===== config.mk =====
export PLATFORM = sky130hd
export DESIGN_NAME = decimal_digit_add_multiply
export DESIGN_NICKNAME = d
export VERILOG_FILES = /design/src/rtl/core/ddam_pkg.sv /design/src/rtl/core/ddam_ctrl.sv /design/src/rtl/core/ddam_datapath.sv /design/src/rtl/core/decimal_digit_add_multiply.sv
export SDC_FILE = /design/constraint.sdc
export NUM_CORES = 1
export LEC_CHECK = 0
export BUFFER_PORTS_ARGS = -buffer_cell sky130_fd_sc_hd__buf_2
export CORE_MARGIN = 8
export CORE_UTILIZATION = 25
export CTS_BUF_LIST = sky130_fd_sc_hd__clkbuf_4 sky130_fd_sc_hd__clkbuf_8 sky130_fd_sc_hd__clkbuf_16
export DETAILED_ROUTE_END_ITERATION = 8
export GPL_TIMING_DRIVEN = 0
export HOLD_SLACK_MARGIN = 0.06
export PLACE_DENSITY_LB_ADDON = 0.12
export SLEW_MARGIN = 15
export SYNTH_ARGS = -nofsm -noshare
export SYNTH_HDL_FRONTEND = slang
export SYNTH_SLANG_ARGS = --single-unit

===== constraint.sdc =====
create_clock -name aclk -period 18.6 [get_ports aclk]
set_clock_uncertainty 0.2 [all_clocks]
set_input_delay 2.79 -clock aclk [delete_from_list [all_inputs] [get_ports aclk]]
set_output_delay 2.79 -clock aclk [all_outputs]
set_load 0.01 [all_outputs]

===== src/rtl/core/ddam_pkg.sv =====
`default_nettype none

package ddam_pkg;

    // Operation codes carried with each input word.
    typedef enum logic [1:0] {
        OP_LOAD_A = 2'd0,
        OP_LOAD_B = 2'd1,
        OP_ADD    = 2'd2,
        OP_MUL    = 2'd3
    } op_t;

    // Controller states.
    typedef enum logic [2:0] {
        ST_IDLE,
        ST_PASS_INIT,
        ST_PASS_READ,
        ST_SWEEP,
        ST_EMIT_INIT,
        ST_EMIT_READ,
        ST_EMIT_LOAD,
        ST_EMIT_WAIT
    } ctrl_state_t;

    // Commands from the controller to the datapath.
    typedef struct packed {
        logic load;       // store one operand digit
        logic start;      // begin an add or multiply
        logic pass_init;  // latch the bounds of one digit sweep
        logic pos_clear;  // restart the position counter
        logic advance;    // step the position counter
        logic sweep;      // process one position of a sweep
        logic next_j;     // move on to the next multiplier digit
        logic out_load;   // capture one result digit into the output register
    } ddam_cmd_t;

    // Status from the datapath to the controller.
    typedef struct packed {
        logic sweep_end;  // the position in process is the last of this sweep
        logic more_j;     // another multiplier digit follows
        logic out_last;   // the result digit on the output is the top one
    } ddam_status_t;

    localparam logic [3:0] DIGIT_MAX = 4'd9;
    localparam logic [4:0] RADIX     = 5'd10;

    // Quotient and remainder by ten for values up to 127, through a reciprocal
    // multiply; returns {quotient, remainder}.
    function automatic logic [7:0] div10(input logic [6:0] x);
        logic [14:0] prod;
        logic [3:0]  quot;
        logic [6:0]  rem;
        prod = {8'd0, x} * 15'd205;
        quot = prod[14:11];
        rem  = x - {quot, 3'd0} - {2'd0, quot, 1'b0};
        return {quot, rem[3:0]};
    endfunction

endpackage

`default_nettype wire


===== src/rtl/core/ddam_ctrl.sv =====
`default_nettype none

module ddam_ctrl (
    input  wire logic                  aclk,
    input  wire logic                  aresetn,
    input  wire logic                  s_tvalid,
    input  wire ddam_pkg::op_t         op,
    input  wire logic                  m_tready,
    input  wire ddam_pkg::ddam_status_t status,
    output logic                       s_tready,
    output logic                       m_tvalid,
    output ddam_pkg::ddam_cmd_t        cmd
);
    import ddam_pkg::*;

    ctrl_state_t state_reg;
    ctrl_state_t state_next;

    // State register.
    always_ff @(posedge aclk) begin
        if (!aresetn) begin
            state_reg <= ST_IDLE;
        end else begin
            state_reg <= state_next;
        end
    end

    // Next state.
    always_comb begin
        state_next = state_reg;
        case (state_reg)
            ST_IDLE: begin
                if (s_tvalid && (op == OP_ADD || op == OP_MUL)) begin
                    state_next = ST_PASS_INIT;
                end
            end
            ST_PASS_INIT: state_next = ST_PASS_READ;
            ST_PASS_READ: state_next = ST_SWEEP;
            ST_SWEEP: begin
                if (status.sweep_end) begin
                    state_next = status.more_j ? ST_PASS_INIT : ST_EMIT_INIT;
                end
            end
            ST_EMIT_INIT: state_next = ST_EMIT_READ;
            ST_EMIT_READ: state_next = ST_EMIT_LOAD;
            ST_EMIT_LOAD: state_next = ST_EMIT_WAIT;
            ST_EMIT_WAIT: begin
                if (m_tready) begin
                    state_next = status.out_last ? ST_IDLE : ST_EMIT_READ;
                end
            end
            default: state_next = ST_IDLE;
        endcase
    end

    // Outputs and datapath commands.
    always_comb begin
        cmd      = '0;
        s_tready = 1'b0;
        m_tvalid = 1'b0;
        case (state_reg)
            ST_IDLE: begin
                s_tready = 1'b1;
                if (s_tvalid) begin
                    if (op == OP_LOAD_A || op == OP_LOAD_B) begin
                        cmd.load = 1'b1;
                    end else begin
                        cmd.start = 1'b1;
                    end
                end
            end
            ST_PASS_INIT: begin
                cmd.pass_init = 1'b1;
                cmd.pos_clear = 1'b1;
            end
            ST_PASS_READ: cmd.advance = 1'b1;
            ST_SWEEP: begin
                cmd.sweep   = 1'b1;
                cmd.advance = 1'b1;
                cmd.next_j  = status.sweep_end && status.more_j;
            end
            ST_EMIT_INIT: cmd.pos_clear = 1'b1;
            ST_EMIT_READ: ;
            ST_EMIT_LOAD: cmd.out_load = 1'b1;
            ST_EMIT_WAIT: begin
                m_tvalid    = 1'b1;
                cmd.advance = m_tready && !status.out_last;
            end
            default: ;
        endcase
    end

endmodule

`default_nettype wire


===== src/rtl/core/ddam_datapath.sv =====
`default_nettype none

module ddam_datapath #(
    parameter int MAX_DIGITS = 32
) (
    input  wire logic                   aclk,
    input  wire logic                   aresetn,
    input  wire ddam_pkg::op_t          in_op,
    input  wire logic [3:0]             in_digit,
    input  wire logic                   in_restart,
    input  wire ddam_pkg::ddam_cmd_t    cmd,
    output ddam_pkg::ddam_status_t      status,
    output logic [3:0]                  out_digit,
    output logic [4:0]                  out_pos,
    output logic                        out_last,
    output logic                        out_ovf
);
    import ddam_pkg::*;

    localparam int AW    = $clog2(MAX_DIGITS);
    localparam int DEPTH = 1 << AW;
    localparam int LW    = $clog2(MAX_DIGITS + 1);
    localparam int PW    = $clog2(2 * MAX_DIGITS);
    localparam logic [PW-1:0] MAX_P = PW'(MAX_DIGITS);
    localparam logic [LW-1:0] MAX_L = LW'(MAX_DIGITS);

    // Digit stores.
    logic [3:0] a_mem   [DEPTH];
    logic [3:0] b_mem   [DEPTH];
    logic [3:0] acc_mem [DEPTH];

    // Lengths, loop indexes and sweep bounds.
    logic [LW-1:0] a_len_reg;
    logic [LW-1:0] b_len_reg;
    logic [LW-1:0] acc_len_reg;
    logic [AW-1:0] j_reg;
    logic          is_mul_reg;
    logic          a_init_reg;
    logic          b_init_reg;
    logic [LW-1:0] srclen_reg;
    logic [PW-1:0] hi_reg;
    logic [PW-1:0] span_reg;
    logic [PW-1:0] pos_reg;
    logic [PW-1:0] proc_pos_reg;
    logic [3:0]    mc_reg;
    logic          ac_reg;
    logic          ovf_reg;

    // Registered read data.
    logic [3:0] a_rd_reg;
    logic [3:0] b_rd_reg;
    logic [3:0] acc_rd_reg;
    logic       a_zero_reg;
    logic       b_zero_reg;

    // Output word.
    logic [3:0] out_digit_reg;
    logic [4:0] out_pos_reg;
    logic       out_last_reg;
    logic       out_ovf_reg;

    // Load path: restart points the write at position zero.
    logic          load_is_b;
    logic [LW-1:0] load_addr;
    logic          load_fits;
    logic [3:0]    load_digit;

    assign load_is_b  = (in_op == OP_LOAD_B);
    assign load_addr  = in_restart ? '0 : (load_is_b ? b_len_reg : a_len_reg);
    assign load_fits  = load_addr < MAX_L;
    assign load_digit = (in_digit > DIGIT_MAX) ? DIGIT_MAX : in_digit;

    // Read addresses follow the position counter.
    logic [PW-1:0] a_pos;
    logic [AW-1:0] a_addr;
    logic [AW-1:0] b_addr;
    logic [AW-1:0] acc_addr;

    assign a_pos    = is_mul_reg ? (pos_reg - PW'(j_reg)) : pos_reg;
    assign a_addr   = a_pos[AW-1:0];
    assign b_addr   = is_mul_reg ? j_reg : pos_reg[AW-1:0];
    assign acc_addr = pos_reg[AW-1:0];

    // Position zero of an operand reads as zero until it is first written.
    logic [3:0] a_val;
    logic [3:0] b_val;

    assign a_val = a_zero_reg ? 4'd0 : a_rd_reg;
    assign b_val = b_zero_reg ? 4'd0 : b_rd_reg;

    // One position of a sweep: source digit plus partial product digit plus carry.
    logic          src_ok;
    logic [3:0]    src_d;
    logic          a_ok;
    logic [7:0]    prod;
    logic [6:0]    xm;
    logic [7:0]    xm_div;
    logic [3:0]    md;
    logic [3:0]    mq;
    logic [3:0]    pp_d;
    logic [4:0]    x_sum;
    logic          wrap;
    logic [4:0]    x_rem;
    logic          at_end;
    logic [LW-1:0] end_len;

    assign src_ok = proc_pos_reg < PW'(srclen_reg);
    assign src_d  = src_ok ? (is_mul_reg ? acc_rd_reg : a_val) : 4'd0;
    assign a_ok   = (proc_pos_reg >= PW'(j_reg)) && (proc_pos_reg < hi_reg);
    assign prod   = {4'd0, a_val} * {4'd0, b_val};
    assign xm     = (a_ok ? prod[6:0] : 7'd0) + {3'd0, mc_reg};
    assign xm_div = div10(xm);
    assign mq     = xm_div[7:4];
    assign md     = xm_div[3:0];
    assign pp_d   = is_mul_reg ? md
                  : ((proc_pos_reg < PW'(b_len_reg)) ? b_val : 4'd0);
    assign x_sum  = {1'b0, src_d} + {1'b0, pp_d} + {4'd0, ac_reg};
    assign wrap   = x_sum >= RADIX;
    assign x_rem  = wrap ? (x_sum - RADIX) : x_sum;
    assign at_end = proc_pos_reg == span_reg;

    // The top position keeps its digit only when it is nonzero.
    always_comb begin
        if (span_reg >= MAX_P) begin
            end_len = MAX_L;
        end else if (x_sum != 5'd0) begin
            end_len = LW'(span_reg) + LW'(1);
        end else begin
            end_len = LW'(span_reg);
        end
    end

    // Bounds of the next sweep.
    logic [LW-1:0] srclen_next;
    logic [PW-1:0] hi_next;
    logic [PW-1:0] ppb_next;

    always_comb begin
        if (is_mul_reg) begin
            srclen_next = (j_reg == '0) ? '0 : acc_len_reg;
        end else begin
            srclen_next = a_len_reg;
        end
        hi_next  = PW'(a_len_reg) + PW'(j_reg);
        ppb_next = is_mul_reg ? hi_next : PW'(b_len_reg);
    end

    // Operand memories.
    always_ff @(posedge aclk) begin
        if (cmd.load && load_fits && !load_is_b) begin
            a_mem[load_addr[AW-1:0]] <= load_digit;
        end
        if (cmd.load && load_fits && load_is_b) begin
            b_mem[load_addr[AW-1:0]] <= load_digit;
        end
        a_rd_reg <= a_mem[a_addr];
        b_rd_reg <= b_mem[b_addr];
    end

    // Accumulator memory.
    always_ff @(posedge aclk) begin
        if (cmd.sweep && proc_pos_reg < MAX_P) begin
            acc_mem[proc_pos_reg[AW-1:0]] <= x_rem[3:0];
        end
        acc_rd_reg <= acc_mem[acc_addr];
    end

    // Lengths, written flags and operation mode.
    always_ff @(posedge aclk) begin
        if (!aresetn) begin
            a_len_reg   <= LW'(1);
            b_len_reg   <= LW'(1);
            acc_len_reg <= '0;
            a_init_reg  <= 1'b0;
            b_init_reg  <= 1'b0;
            is_mul_reg  <= 1'b0;
            j_reg       <= '0;
            ovf_reg     <= 1'b0;
        end else begin
            if (cmd.load && load_fits) begin
                if (load_is_b) begin
                    b_len_reg <= load_addr + LW'(1);
                    if (load_addr == '0) begin
                        b_init_reg <= 1'b1;
                    end
                end else begin
                    a_len_reg <= load_addr + LW'(1);
                    if (load_addr == '0) begin
                        a_init_reg <= 1'b1;
                    end
                end
            end else if (cmd.load) begin
                if (load_is_b) begin
                    b_len_reg <= load_addr;
                end else begin
                    a_len_reg <= load_addr;
                end
            end
            if (cmd.start) begin
                is_mul_reg <= (in_op == OP_MUL);
                j_reg      <= '0;
                ovf_reg    <= 1'b0;
            end
            if (cmd.next_j) begin
                j_reg <= j_reg + AW'(1);
            end
            if (cmd.sweep && proc_pos_reg >= MAX_P && x_sum != 5'd0) begin
                ovf_reg <= 1'b1;
            end
            if (cmd.sweep && at_end) begin
                acc_len_reg <= end_len;
            end
        end
    end

    // Position counter, sweep bounds and carries.
    always_ff @(posedge aclk) begin
        if (!aresetn) begin
            pos_reg <= '0;
        end else if (cmd.pos_clear) begin
            pos_reg <= '0;
        end else if (cmd.advance) begin
            pos_reg <= pos_reg + PW'(1);
        end
    end

    always_ff @(posedge aclk) begin
        proc_pos_reg <= pos_reg;
        a_zero_reg   <= (a_addr == '0) && !a_init_reg;
        b_zero_reg   <= (b_addr == '0) && !b_init_reg;
        if (cmd.pass_init) begin
            srclen_reg <= srclen_next;
            hi_reg     <= hi_next;
            span_reg   <= (PW'(srclen_next) > ppb_next) ? PW'(srclen_next) : ppb_next;
            mc_reg     <= 4'd0;
            ac_reg     <= 1'b0;
        end else if (cmd.sweep) begin
            mc_reg <= mq;
            ac_reg <= wrap;
        end
    end

    // Output word.
    always_ff @(posedge aclk) begin
        if (cmd.out_load) begin
            out_digit_reg <= acc_rd_reg;
            out_pos_reg   <= 5'(proc_pos_reg);
            out_last_reg  <= (proc_pos_reg + PW'(1)) == PW'(acc_len_reg);
            out_ovf_reg   <= ovf_reg;
        end
    end

    assign status.sweep_end = at_end;
    assign status.more_j    = is_mul_reg && ((LW'(j_reg) + LW'(1)) < b_len_reg);
    assign status.out_last  = out_last_reg;

    assign out_digit = out_digit_reg;
    assign out_pos   = out_pos_reg;
    assign out_last  = out_last_reg;
    assign out_ovf   = out_ovf_reg;

endmodule

`default_nettype wire


===== src/rtl/core/decimal_digit_add_multiply.sv =====
// Channel  Direction  Ports                           Word contents
// s_       in         s_tvalid s_tready s_tdata       digit
//                     s_tuser                         op, restart
// m_       out        m_tvalid m_tready m_tdata       result_digit, digit_position
//                     m_tlast m_tuser                 last, overflow
//
// An add or multiply runs digit sweeps over one shared add-and-multiply digit unit:
// each sweep passes an init and a read state, then each position up to its top one
// (max(la,lb) for add; max(accumulator length, la+j) for multiplier digit j, with
// zero length for j = 0); each result word then goes through the accumulator read
// port. No word is taken while a result is pending.
// Reset is synchronous and active low; both operands return to the single
// digit zero. A stalled result word holds the block until it is taken.
`default_nettype none

module decimal_digit_add_multiply #(
    parameter int MAX_DIGITS = 32
) (
    input  wire logic        aclk,
    input  wire logic        aresetn,
    input  wire logic        s_tvalid,
    output logic             s_tready,
    input  wire logic [7:0]  s_tdata,   // [3:0] digit, [7:4] zero
    input  wire logic [2:0]  s_tuser,   // [1:0] op, [2] restart
    output logic             m_tvalid,
    input  wire logic        m_tready,
    output logic [15:0]      m_tdata,   // [3:0] result_digit, [8:4] digit_position
    output logic             m_tlast,
    output logic             m_tuser    // [0] overflow
);
    import ddam_pkg::*;

    op_t          in_op;
    ddam_cmd_t    cmd;
    ddam_status_t status;
    logic [3:0]   out_digit;
    logic [4:0]   out_pos;

    assign in_op = op_t'(s_tuser[1:0]);

    // Sequencer.
    ddam_ctrl u_ctrl (
        .aclk     (aclk),
        .aresetn  (aresetn),
        .s_tvalid (s_tvalid),
        .op       (in_op),
        .m_tready (m_tready),
        .status   (status),
        .s_tready (s_tready),
        .m_tvalid (m_tvalid),
        .cmd      (cmd)
    );

    // Digit stores and the digit unit.
    ddam_datapath #(
        .MAX_DIGITS (MAX_DIGITS)
    ) u_datapath (
        .aclk       (aclk),
        .aresetn    (aresetn),
        .in_op      (in_op),
        .in_digit   (s_tdata[3:0]),
        .in_restart (s_tuser[2]),
        .cmd        (cmd),
        .status     (status),
        .out_digit  (out_digit),
        .out_pos    (out_pos),
        .out_last   (m_tlast),
        .out_ovf    (m_tuser)
    );

    assign m_tdata = {7'd0, out_pos, out_digit};

endmodule

`default_nettype wire

==> results of run 1 <==
power groups by stage:
| stage | logic (uW) | clock network (uW) | registers [uW] |
|---|---|---|---|
| 2_1_floorplan | 170 | 0 | 1230 |
| 3_3_place_gp | 250 | 0 | 1240 |
| 3_5_place_dp | 270 | 0 | 1230 |
| 4_1_cts | 270 | 1140 | 1210 |
| 5_1_grt | 291 | 1180 | 1210 |
| 6_report | 265 | 1110 | 1210 |
path summary, 6_finish.rpt:
kind,start,endpoint,slack [ps],cells after the start
max,u_datapath.proc_pos_reg[0]$_DFF_P_,u_datapath.acc_mem[6][2]$_DFFE_PP_,7760,39
min reg2reg,u_datapath.pos_reg[4]$_SDFFE_PP0P_,u_datapath.proc_pos_reg[4]$_DFF_P_,150,0
max reg2reg,u_datapath.proc_pos_reg[0]$_DFF_P_,u_datapath.acc_mem[6][2]$_DFFE_PP_,7760,39
min,u_datapath.pos_reg[4]$_SDFFE_PP0P_,u_datapath.proc_pos_reg[4]$_DFF_P_,150,0
placed cells by master, fill, tap and decap left out, types with 24 or more instances in the layout:
cell / synthesis / layout
sky130_fd_sc_hd__clkbuf_1: 27 / 26
sky130_fd_sc_hd__xnor2_1: 37 / 36
sky130_fd_sc_hd__clkbuf_16: 0 / 55
sky130_fd_sc_hd__mux2i_1: 142 / 141
sky130_fd_sc_hd__buf_2: 17 / 40
sky130_fd_sc_hd__ha_1: 106 / 106
sky130_fd_sc_hd__dfxtp_1: 61 / 61
sky130_fd_sc_hd__nor2_1: 154 / 153
sky130_fd_sc_hd__o21ai_0: 29 / 28
sky130_fd_sc_hd__nand3_1: 24 / 24
sky130_fd_sc_hd__inv_1: 75 / 75
sky130_fd_sc_hd__mux4_2: 64 / 64
sky130_fd_sc_hd__nand2_1: 79 / 79
sky130_fd_sc_hd__edfxtp_1: 413 / 413
sky130_fd_sc_hd__a21oi_1: 32 / 32
cell type report:
| cell class | instances | share of cell area (%) |
|---|---|---|
| flip-flops and latches | 474 | 52.2 |
| multi-input cells | 938 | 31.5 |
| well taps | 1176 | 5.64 |
| clock buffers | 66 | 5.61 |
| plain buffers | 68 | 1.49 |
| clock inverters | 31 | 1.49 |
| inverters | 77 | 1.11 |
| repair buffers | 31 | 0.963 |
| diodes | 3 | 0.0288 |
logic make-up (layout without fill, tap and decap cells):
group                    after synthesis  after routing  synth area share (%)
AO/OA/AOI/OAI                        179            179                  5.52
XOR/XNOR                              57             57                  2.29
adder cells (fa/ha/maj)              123            123                  7.43
buffers and inverters                145            273                  3.00
flip-flops                           474            474                  60.7
multiplexers                         223            223                  13.9
other                                  1             10                0.0167
AND/OR/NAND/NOR                      349            349                  7.10
per-stage QoR:
stage	utilization (%)	total power, uW	hold WS (ps)	area (um^2)	setup slack (ps)
3_3_place_gp	26.9	1490	142	24100	5990
5_1_grt	29.2	2680	159	26100	7060
4_1_cts	29.2	2620	153	26100	7600
2_1_floorplan	-	1400	129	22500	8740
6_report	29.2	2580	153	26100	7760
3_5_place_dp	27.1	1500	140	24200	7630
metal layers:
layer,global-route usage [%],vias up
met5,0,-
met4,2.81,2
met3,2.42,78
met2,18.7,235
met1,16.9,6386
li1,-,6036
worst max-delay path: cells and delay by family (launching register included):
kind	cells	cell delay, ps
AND/OR/NAND/NOR	9	1720
buffers and inverters	4	620
AO/OA/AOI/OAI	12	2730
adder cells (fa/ha/maj)	10	3440
multiplexers	1	640
flip-flops	1	670
XOR/XNOR	3	650
==> metrics.log, run 1 <==
[metrics] outcome: complete, no violations
[metrics] Hold Buf Count CTS: 0
[metrics] FF/Latch Area: 13,600 um^2
[metrics] clock tree from TritonCTS: yes
[metrics] clock power share: 42.9%
[metrics] number of buffers added by the clock tree synthesis step: 54
[metrics] leakage power summed over all cells: 0.00955 uW
[metrics] Hold/Removal Path Class: flop to flop
[metrics] worst slew pin tran: about 1000 ps
[metrics] cell area after technology mapping: roughly 22,000 um^2
[metrics] top_reg_cell synth: sky130_fd_sc_hd__edfxtp_1
[metrics] largest net degree at the start of global routing: 65
[metrics] total number of vias: 12,700
[metrics] period utilisation layout: 58.3%
[metrics] path type of the worst setup path: flop to flop
[metrics] half-perimeter wire length after detailed placement: between 40 and 50 mm
[metrics] share of synthesized flip-flops with an asynchronous set or reset: 0%
[metrics] switching power total: 628 uW
[metrics] portion of synthesized cell area occupied by the leading cell type: 55.3%
[metrics] Cell Count, Final, Fillers Out: ~2,900
[metrics] synthesized flop and latch total: 474
[metrics] number of maximum-capacitance constraint violations: 0
[metrics] number of gates resized after CTS: 0
[metrics] vias per std cell: ~4.4
[metrics] post-CTS setup repair buffer count: 0
[metrics] cell type with the largest total area after synthesis: sky130_fd_sc_hd__edfxtp_1
[metrics] fraction of layout cells with a size suffix above 1: roughly 15%
[metrics] highest ir drop seen on vdd: 0.0701 mV
[metrics] count of flip-flops with a built-in enable after synthesis: 413
[metrics] Setup violations, final: 0
[metrics] crit-path max FO: 20
[metrics] Final Slew Violations: 0
[metrics] Syn Inst Count: 1,551
[metrics] Hold Fails Final Rpt: 0
[metrics] initial cell density of the core: 25.1%
[metrics] combinational cell fraction of total power: 10.2%
[metrics] WL per Instance: between 20 and 25 um
[metrics] Crit-path slowest cell: sky130_fd_sc_hd__dfxtp_1
[metrics] metal1 wirelength: about 29 mm
[metrics] Data required, critical path: about 19,000 ps
[metrics] area enclosed by the die boundary: 99,600 um^2
[metrics] most common library cells after synthesis: sky130_fd_sc_hd__edfxtp_1 (413), sky130_fd_sc_hd__nor2_1 (154), sky130_fd_sc_hd__mux2i_1 (142)
[metrics] Data arrival, critical path: 11,100 ps
[metrics] Post-Route Setup TNS: 0 ps
[metrics] Largest stage delay, worst path: about 670 ps
[metrics] sequential element share of the synthesized area: between 60% and 70%
[metrics] WL met3: 2.86 mm
[metrics] highest routed layer: met5
[metrics] nature of the critical path startpoint: flop
[metrics] cell at the root of the clock tree: sky130_fd_sc_hd__clkbuf_16
[metrics] worst relative slew slack: 32.8%
[metrics] clk sink count: 474
[metrics] filler instances: 9,041
[metrics] sequential power share: 46.8%
[metrics] Area Overhead vs Synth: 16.3%
[metrics] via count of the first global-routing pass: roughly 13,000
[metrics] average instance area after synthesis: 14.5 um^2
[metrics] iteration-0 DRC count of the detailed router: 943
[metrics] peak clock frequency supported by timing: between 90 and 100 MHz
[metrics] synth warn: 0
[metrics] all-layer global routing usage: 11.9%
[metrics] remaining antenna violation count after routing: 0
[metrics] unrepaired setup endpoints after global routing: no
[metrics] Worst Setup End Kind: flop
[metrics] GP Congestion: 0.778
[metrics] Clock Tree Buf Depth: 3
[metrics] Pint: 1960 uW
[metrics] cell with the most instances after synthesis: sky130_fd_sc_hd__edfxtp_1
[metrics] Chip Width: ~320 um
[metrics] Port Buffer Count: 23
[metrics] Yosys cell types: 71
[metrics] overall overflow remaining after global route: 0
[metrics] PwrDens: 99.0 nW/um^2
[metrics] net switching share of the total power: 24.3%
[metrics] Crit path top cell by count: sky130_fd_sc_hd__ha_1
[metrics] min Tclk post-route: 10,840 ps
[metrics] Post-layout nets: 1,782
[metrics] clock slew at reported path FFs: 70 ps
[metrics] FP Rows: 110
[metrics] largest cells by area after synthesis: sky130_fd_sc_hd__edfxtp_1 (55%), sky130_fd_sc_hd__mux4_2 (6.4%), sky130_fd_sc_hd__mux2i_1 (6.3%)
[metrics] number of antenna violations at the first check in global routing: 5
[metrics] number of levels in the clock H-tree: 2
[metrics] area taken by multi-input logic gates: slightly above 8000 um^2
[metrics] Post-route DRC: 0
[metrics] final wirelength: 59.9 mm
[metrics] top-level I/O count: 35
[metrics] height of the chip: around 320 um
[metrics] core area: 89,500 um^2
[metrics] Detailed Routing Iterations Pass 1: 7
[metrics] wire length of the first global-routing pass: 89.0 mm
[metrics] Detail Route met2 WL: about 27 mm
[metrics] Cells after DPL: 2,764
[metrics] clock latency of the later-clocked register in the worst-skew pair: approximately 620 ps
No activity file was read; power rests on OpenSTA's default activity.
==> run 2: changes to the inputs <==
ABC_AREA = 1   (was unset)
clock period = 10 ns   (was 18.6 ns; I/O delays follow)
==> run 2 against run 1 <==
  * Power rose to 2.7 times the previous value
  * Global-route usage is 1.7 points higher
  * Non-clock buffer count grew 33
  * Via count up 28%
  * Flip-flop and latch count stayed put
  * Cell count increased by 23%
  * Critical endpoint is now u_datapath.acc_mem[29][1]$_DFFE_PP_
  * Combinational power rose to 8.8 times the previous value
  * Area after synthesis is 1.5% higher
  * First-iteration DRC count increased by 35%
  * Utilization up 0.40 points
  * Die area is 1.4% higher
  * Hold slack better by 21 ps
==> metrics.log, run 2 <==
[metrics] outcome: complete, no violations (unchanged)
[metrics] Largest stage delay, worst path: 560 ps (was 670 ps)
[metrics] vias per std cell: 4.64 (was 4.45)
[metrics] Clock Tree Buf Depth: 3 (unchanged)
[metrics] worst reg2reg startpoint: u_datapath.b_zero_reg$_DFF_P_ (was u_datapath.proc_pos_reg[0]$_DFF_P_)
[metrics] Worst Setup End Kind: flop (unchanged)
[metrics] worst r2r path cells: 46 (was 39)
[metrics] end-of-flow core utilization: 29.6% (was 29.2%)
[metrics] Total Power Consumption: 7100 uW (was 2580 uW)
[metrics] portion of netlist area occupied by mux cells: 0% (was 13.9%)
[metrics] core area: 90,100 um^2 (was 89,500 um^2)
[metrics] via count of the first global-routing pass: 16,400 (was 13,200)
[metrics] clock tree from TritonCTS: yes (unchanged)
[metrics] crit-path max FO: 28 (was 20)
[metrics] clock slew at reported path FFs: 60 ps (was 70 ps)
[metrics] Data arrival, critical path: 9460 ps (was 11,100 ps)
[metrics] final wirelength: 70.9 mm (was 59.9 mm)
[metrics] cell type with the largest total area after synthesis: sky130_fd_sc_hd__edfxtp_1 (unchanged)
[metrics] cell depth of the worst hold path: 0 (unchanged)
[metrics] GP Congestion: 0.834 (was 0.778)
[metrics] main combinational cell family by area after synthesis: simple AND/OR/NAND/NOR gates (was multiplexers)
[metrics] Post-layout nets: 2,437 (was 1,782)
[metrics] metal1 wirelength: 34.0 mm (was 29.2 mm)
[metrics] average instance area after synthesis: 10.3 um^2 (was 14.5 um^2)
[metrics] synthesized flop and latch total: 474 (unchanged)
[metrics] highest routed layer: met4 (was met5)
[metrics] Chip Width: 318 um (was 316 um)
[metrics] wire length of the first global-routing pass: 107 mm (was 89.0 mm)
[metrics] PwrDens: 266 nW/um^2 (was 99.0 nW/um^2)
[metrics] Detailed Routing Iterations Pass 1: 7 (unchanged)
[metrics] Diodes inserted: 0 (was 3)
[metrics] iteration-0 DRC count of the detailed router: 1,275 (was 943)
[metrics] top-level I/O count: 35 (unchanged)
[metrics] unrepaired setup endpoints after global routing: no (unchanged)
[metrics] share of synthesized flip-flops with an asynchronous set or reset: 0% (unchanged)
[metrics] Post-route DRC: 0 (unchanged)
[metrics] overall overflow remaining after global route: 0 (unchanged)
[metrics] total number of vias: 16,300 (was 12,700)
[metrics] number of buffers added by the clock tree synthesis step: 55 (was 54)
[metrics] number of maximum-capacitance constraint violations: 0 (unchanged)
[metrics] top_reg_cell synth: sky130_fd_sc_hd__edfxtp_1 (unchanged)
[metrics] Area Overhead vs Synth: 17.1% (was 16.3%)
[metrics] sequential element share of the synthesized area: 59.8% (was 60.7%)
[metrics] min Tclk post-route: 9340 ps (was 10,840 ps)
[metrics] setup slack on the worst flop-to-flop path: 660 ps (was 7760 ps)
[metrics] Reg-to-Reg End: u_datapath.acc_mem[29][1]$_DFFE_PP_ (was u_datapath.acc_mem[6][2]$_DFFE_PP_)
[metrics] Yosys cell types: 54 (was 71)
[metrics] initial cell density of the core: 25.3% (was 25.1%)
[metrics] area enclosed by the die boundary: 101,000 um^2 (was 99,600 um^2)
[metrics] Final Slew Violations: 0 (unchanged)
[metrics] Hold Fails Final Rpt: 0 (unchanged)
[metrics] remaining antenna violation count after routing: 0 (unchanged)
[metrics] tightest hold margin: 174 ps (was 153 ps)
[metrics] crit path setup slack, layout: 660 ps (was 7760 ps)
[metrics] number of antenna violations at the first check in global routing: 0 (was 5)
[metrics] pre-CTS setup slack: -26.1 ps (was 7630 ps)
[metrics] FP Rows: 110 (unchanged)
[metrics] Post-Route Setup TNS: 0 ps (unchanged)
[metrics] Hold/Removal Path Class: flop to flop (unchanged)
[metrics] half-perimeter wire length after detailed placement: 51.4 mm (was 42.8 mm)
[metrics] most common library cells after synthesis: sky130_fd_sc_hd__edfxtp_1 (413), sky130_fd_sc_hd__nor2_1 (357), sky130_fd_sc_hd__nand2_1 (324) (was sky130_fd_sc_hd__edfxtp_1 (413), sky130_fd_sc_hd__nor2_1 (154), sky130_fd_sc_hd__mux2i_1 (142))
[metrics] Data required, critical path: 10,120 ps (was 18,860 ps)
[metrics] hold-critical path endpoint: u_datapath.proc_pos_reg[5]$_DFF_P_ (was u_datapath.proc_pos_reg[4]$_DFF_P_)
[metrics] Port Buffer Count: 23 (unchanged)
[metrics] clk sink count: 474 (unchanged)
[metrics] most common cell after layout, fill and taps aside: sky130_fd_sc_hd__edfxtp_1 (unchanged)
[metrics] Setup violations, final: 0 (unchanged)
[metrics] peak clock frequency supported by timing: 107 MHz (was 92.2 MHz)
[metrics] path type of the worst setup path: flop to flop (unchanged)
[metrics] worst relative slew slack: 23.7% (was 32.8%)
[metrics] XOR/XNOR share of the synthesized area: 1.31% (was 2.29%)
[metrics] synth warn: 0 (unchanged)
[metrics] leakage power summed over all cells: 0.00986 uW (was 0.00955 uW)
[metrics] number of levels in the clock H-tree: 2 (unchanged)
[metrics] commonest non-fill, non-tap cells in the layout: sky130_fd_sc_hd__edfxtp_1 (413), sky130_fd_sc_hd__nor2_1 (355), sky130_fd_sc_hd__nand2_1 (323) (was sky130_fd_sc_hd__edfxtp_1 (413), sky130_fd_sc_hd__nor2_1 (153), sky130_fd_sc_hd__mux2i_1 (141))
[metrics] period utilisation layout: 93.4% (was 58.3%)
[metrics] largest net degree at the start of global routing: 65 (unchanged)
[metrics] highest ir drop seen on vdd: 0.275 mV (was 0.0701 mV)
[metrics] Detail Route met2 WL: 32.8 mm (was 26.7 mm)
[metrics] Hold Buf Count CTS: 0 (unchanged)
[metrics] height of the chip: 318 um (was 316 um)
[metrics] clock latency of the later-clocked register in the worst-skew pair: 640 ps (was 620 ps)
[metrics] Crit-path slowest cell: sky130_fd_sc_hd__fa_1 (was sky130_fd_sc_hd__dfxtp_1)
[metrics] Crit path top cell by count: sky130_fd_sc_hd__inv_1 (was sky130_fd_sc_hd__ha_1)
[metrics] Hold Startpoint: u_datapath.pos_reg[5]$_SDFFE_PP0P_ (was u_datapath.pos_reg[4]$_SDFFE_PP0P_)
[metrics] filler instances: 9,344 (was 9,041)
[metrics] Syn Inst Count: 2,202 (was 1,551)
[metrics] synthesized-area fraction occupied by ao, oa, aoi and oai cells: 10.7% (was 5.52%)
[metrics] portion of synthesized cell area occupied by the leading cell type: 54.4% (was 55.3%)
[metrics] Adder-Cell Fraction of Synth Area: 7.32% (was 7.43%)
[metrics] beginning of the critical path: u_datapath.b_zero_reg$_DFF_P_ (was u_datapath.proc_pos_reg[0]$_DFF_P_)
[metrics] all-layer global routing usage: 13.6% (was 11.9%)
[metrics] largest cells by area after synthesis: sky130_fd_sc_hd__edfxtp_1 (54%), sky130_fd_sc_hd__nor2_1 (5.9%), sky130_fd_sc_hd__ha_1 (5.8%) (was sky130_fd_sc_hd__edfxtp_1 (55%), sky130_fd_sc_hd__mux4_2 (6.4%), sky130_fd_sc_hd__mux2i_1 (6.3%))
[metrics] WL per Instance: 20.1 um (was 20.9 um)
[metrics] fraction of layout cells with a size suffix above 1: 9.68% (was 15.3%)
[metrics] count of flip-flops with a built-in enable after synthesis: 413 (unchanged)
[metrics] cell area after technology mapping: 22,800 um^2 (was 22,400 um^2)
[metrics] cell with the most instances after synthesis: sky130_fd_sc_hd__edfxtp_1 (unchanged)
[metrics] simple-gate share of the synthesized area: 15.7% (was 7.10%)
[metrics] worst slew pin tran: 1140 ps (was 1010 ps)
[metrics] WL met3: 2.81 mm (was 2.86 mm)
[metrics] cell at the root of the clock tree: sky130_fd_sc_hd__clkbuf_16 (unchanged)
[metrics] nature of the critical path startpoint: flop (unchanged)
run 2: worst max-delay path by stage:
stage                                                      to  slack [ps]  cells past startpoint
after CTS                 u_datapath.acc_mem[10][2]$_DFFE_PP_         190                     46
after global placement     u_datapath.acc_mem[8][3]$_DFFE_PP_       -2730                     42
after floorplan            u_datapath.acc_mem[0][3]$_DFFE_PP_         960                     42
after global routing      u_datapath.acc_mem[29][1]$_DFFE_PP_           6                     46
after detailed placement   u_datapath.acc_mem[8][2]$_DFFE_PP_         -30                     46
final                     u_datapath.acc_mem[29][1]$_DFFE_PP_         660                     46
run 2: area by class of cell:
class | instances | area (um^2) | area share [%]
Sequential cell | 474 | 13600 | 51.1
Multi-Input combinational cell | 1453 | 8100 | 30.4
Clock buffer | 71 | 1530 | 5.75
Tap cell | 1176 | 1470 | 5.52
Inverter | 183 | 689 | 2.59
Buffer | 98 | 493 | 1.85
Clock inverter | 33 | 407 | 1.52
Timing Repair Buffer | 34 | 355 | 1.33
run 2: per-layer routing:
layer | up-vias | track usage [%]
li1 | 7879 | -
met1 | 7999 | 19.0
met2 | 363 | 22.4
met3 | 84 | 1.82
met4 | 0 | 2.99
met5 | - | 0
run 2: what timing repair did:
item | in CTS | in global routing
setup buffers | 0 | 3
gates resized for setup | 1 | 3
setup endpoints to repair | 21 | 66
pin swaps | 0 | 2
run 2: through the flow:
step	instance area, um^2	instances
after floorplan	22800	2208
after global placement	24400	3407
after detailed placement	24700	3415
after CTS	26600	3519
after global routing	26700	3522
final	26700	3522
run 2: worst max-delay path, delay by kind of cell, from the launching register on:
kind / cells / cell delay [ps]
AOI/OAI and AO/OA: 4 / 780
xor gates and xnor gates: 4 / 770
adders and majority gates: 12 / 4490
buffers and inverters: 14 / 1240
DFF: 1 / 290
and+or+nand+nor: 12 / 1230
run 2: logic make-up (layout without fill, tap and decap cells):
group | Yosys count | after routing
AND/OR/NAND/NOR | 867 | 867
flip-flops | 474 | 474
AO/OA/AOI/OAI | 422 | 422
buffers and inverters | 281 | 419
adder cells (fa/ha/maj) | 123 | 123
XOR/XNOR | 34 | 34
other | 1 | 7
run 2: power by group:
part           internal, uW  switching [uW]
combinational           769            1560
sequential             2590            55.7
clock                  1270             856
total                  4630            2470
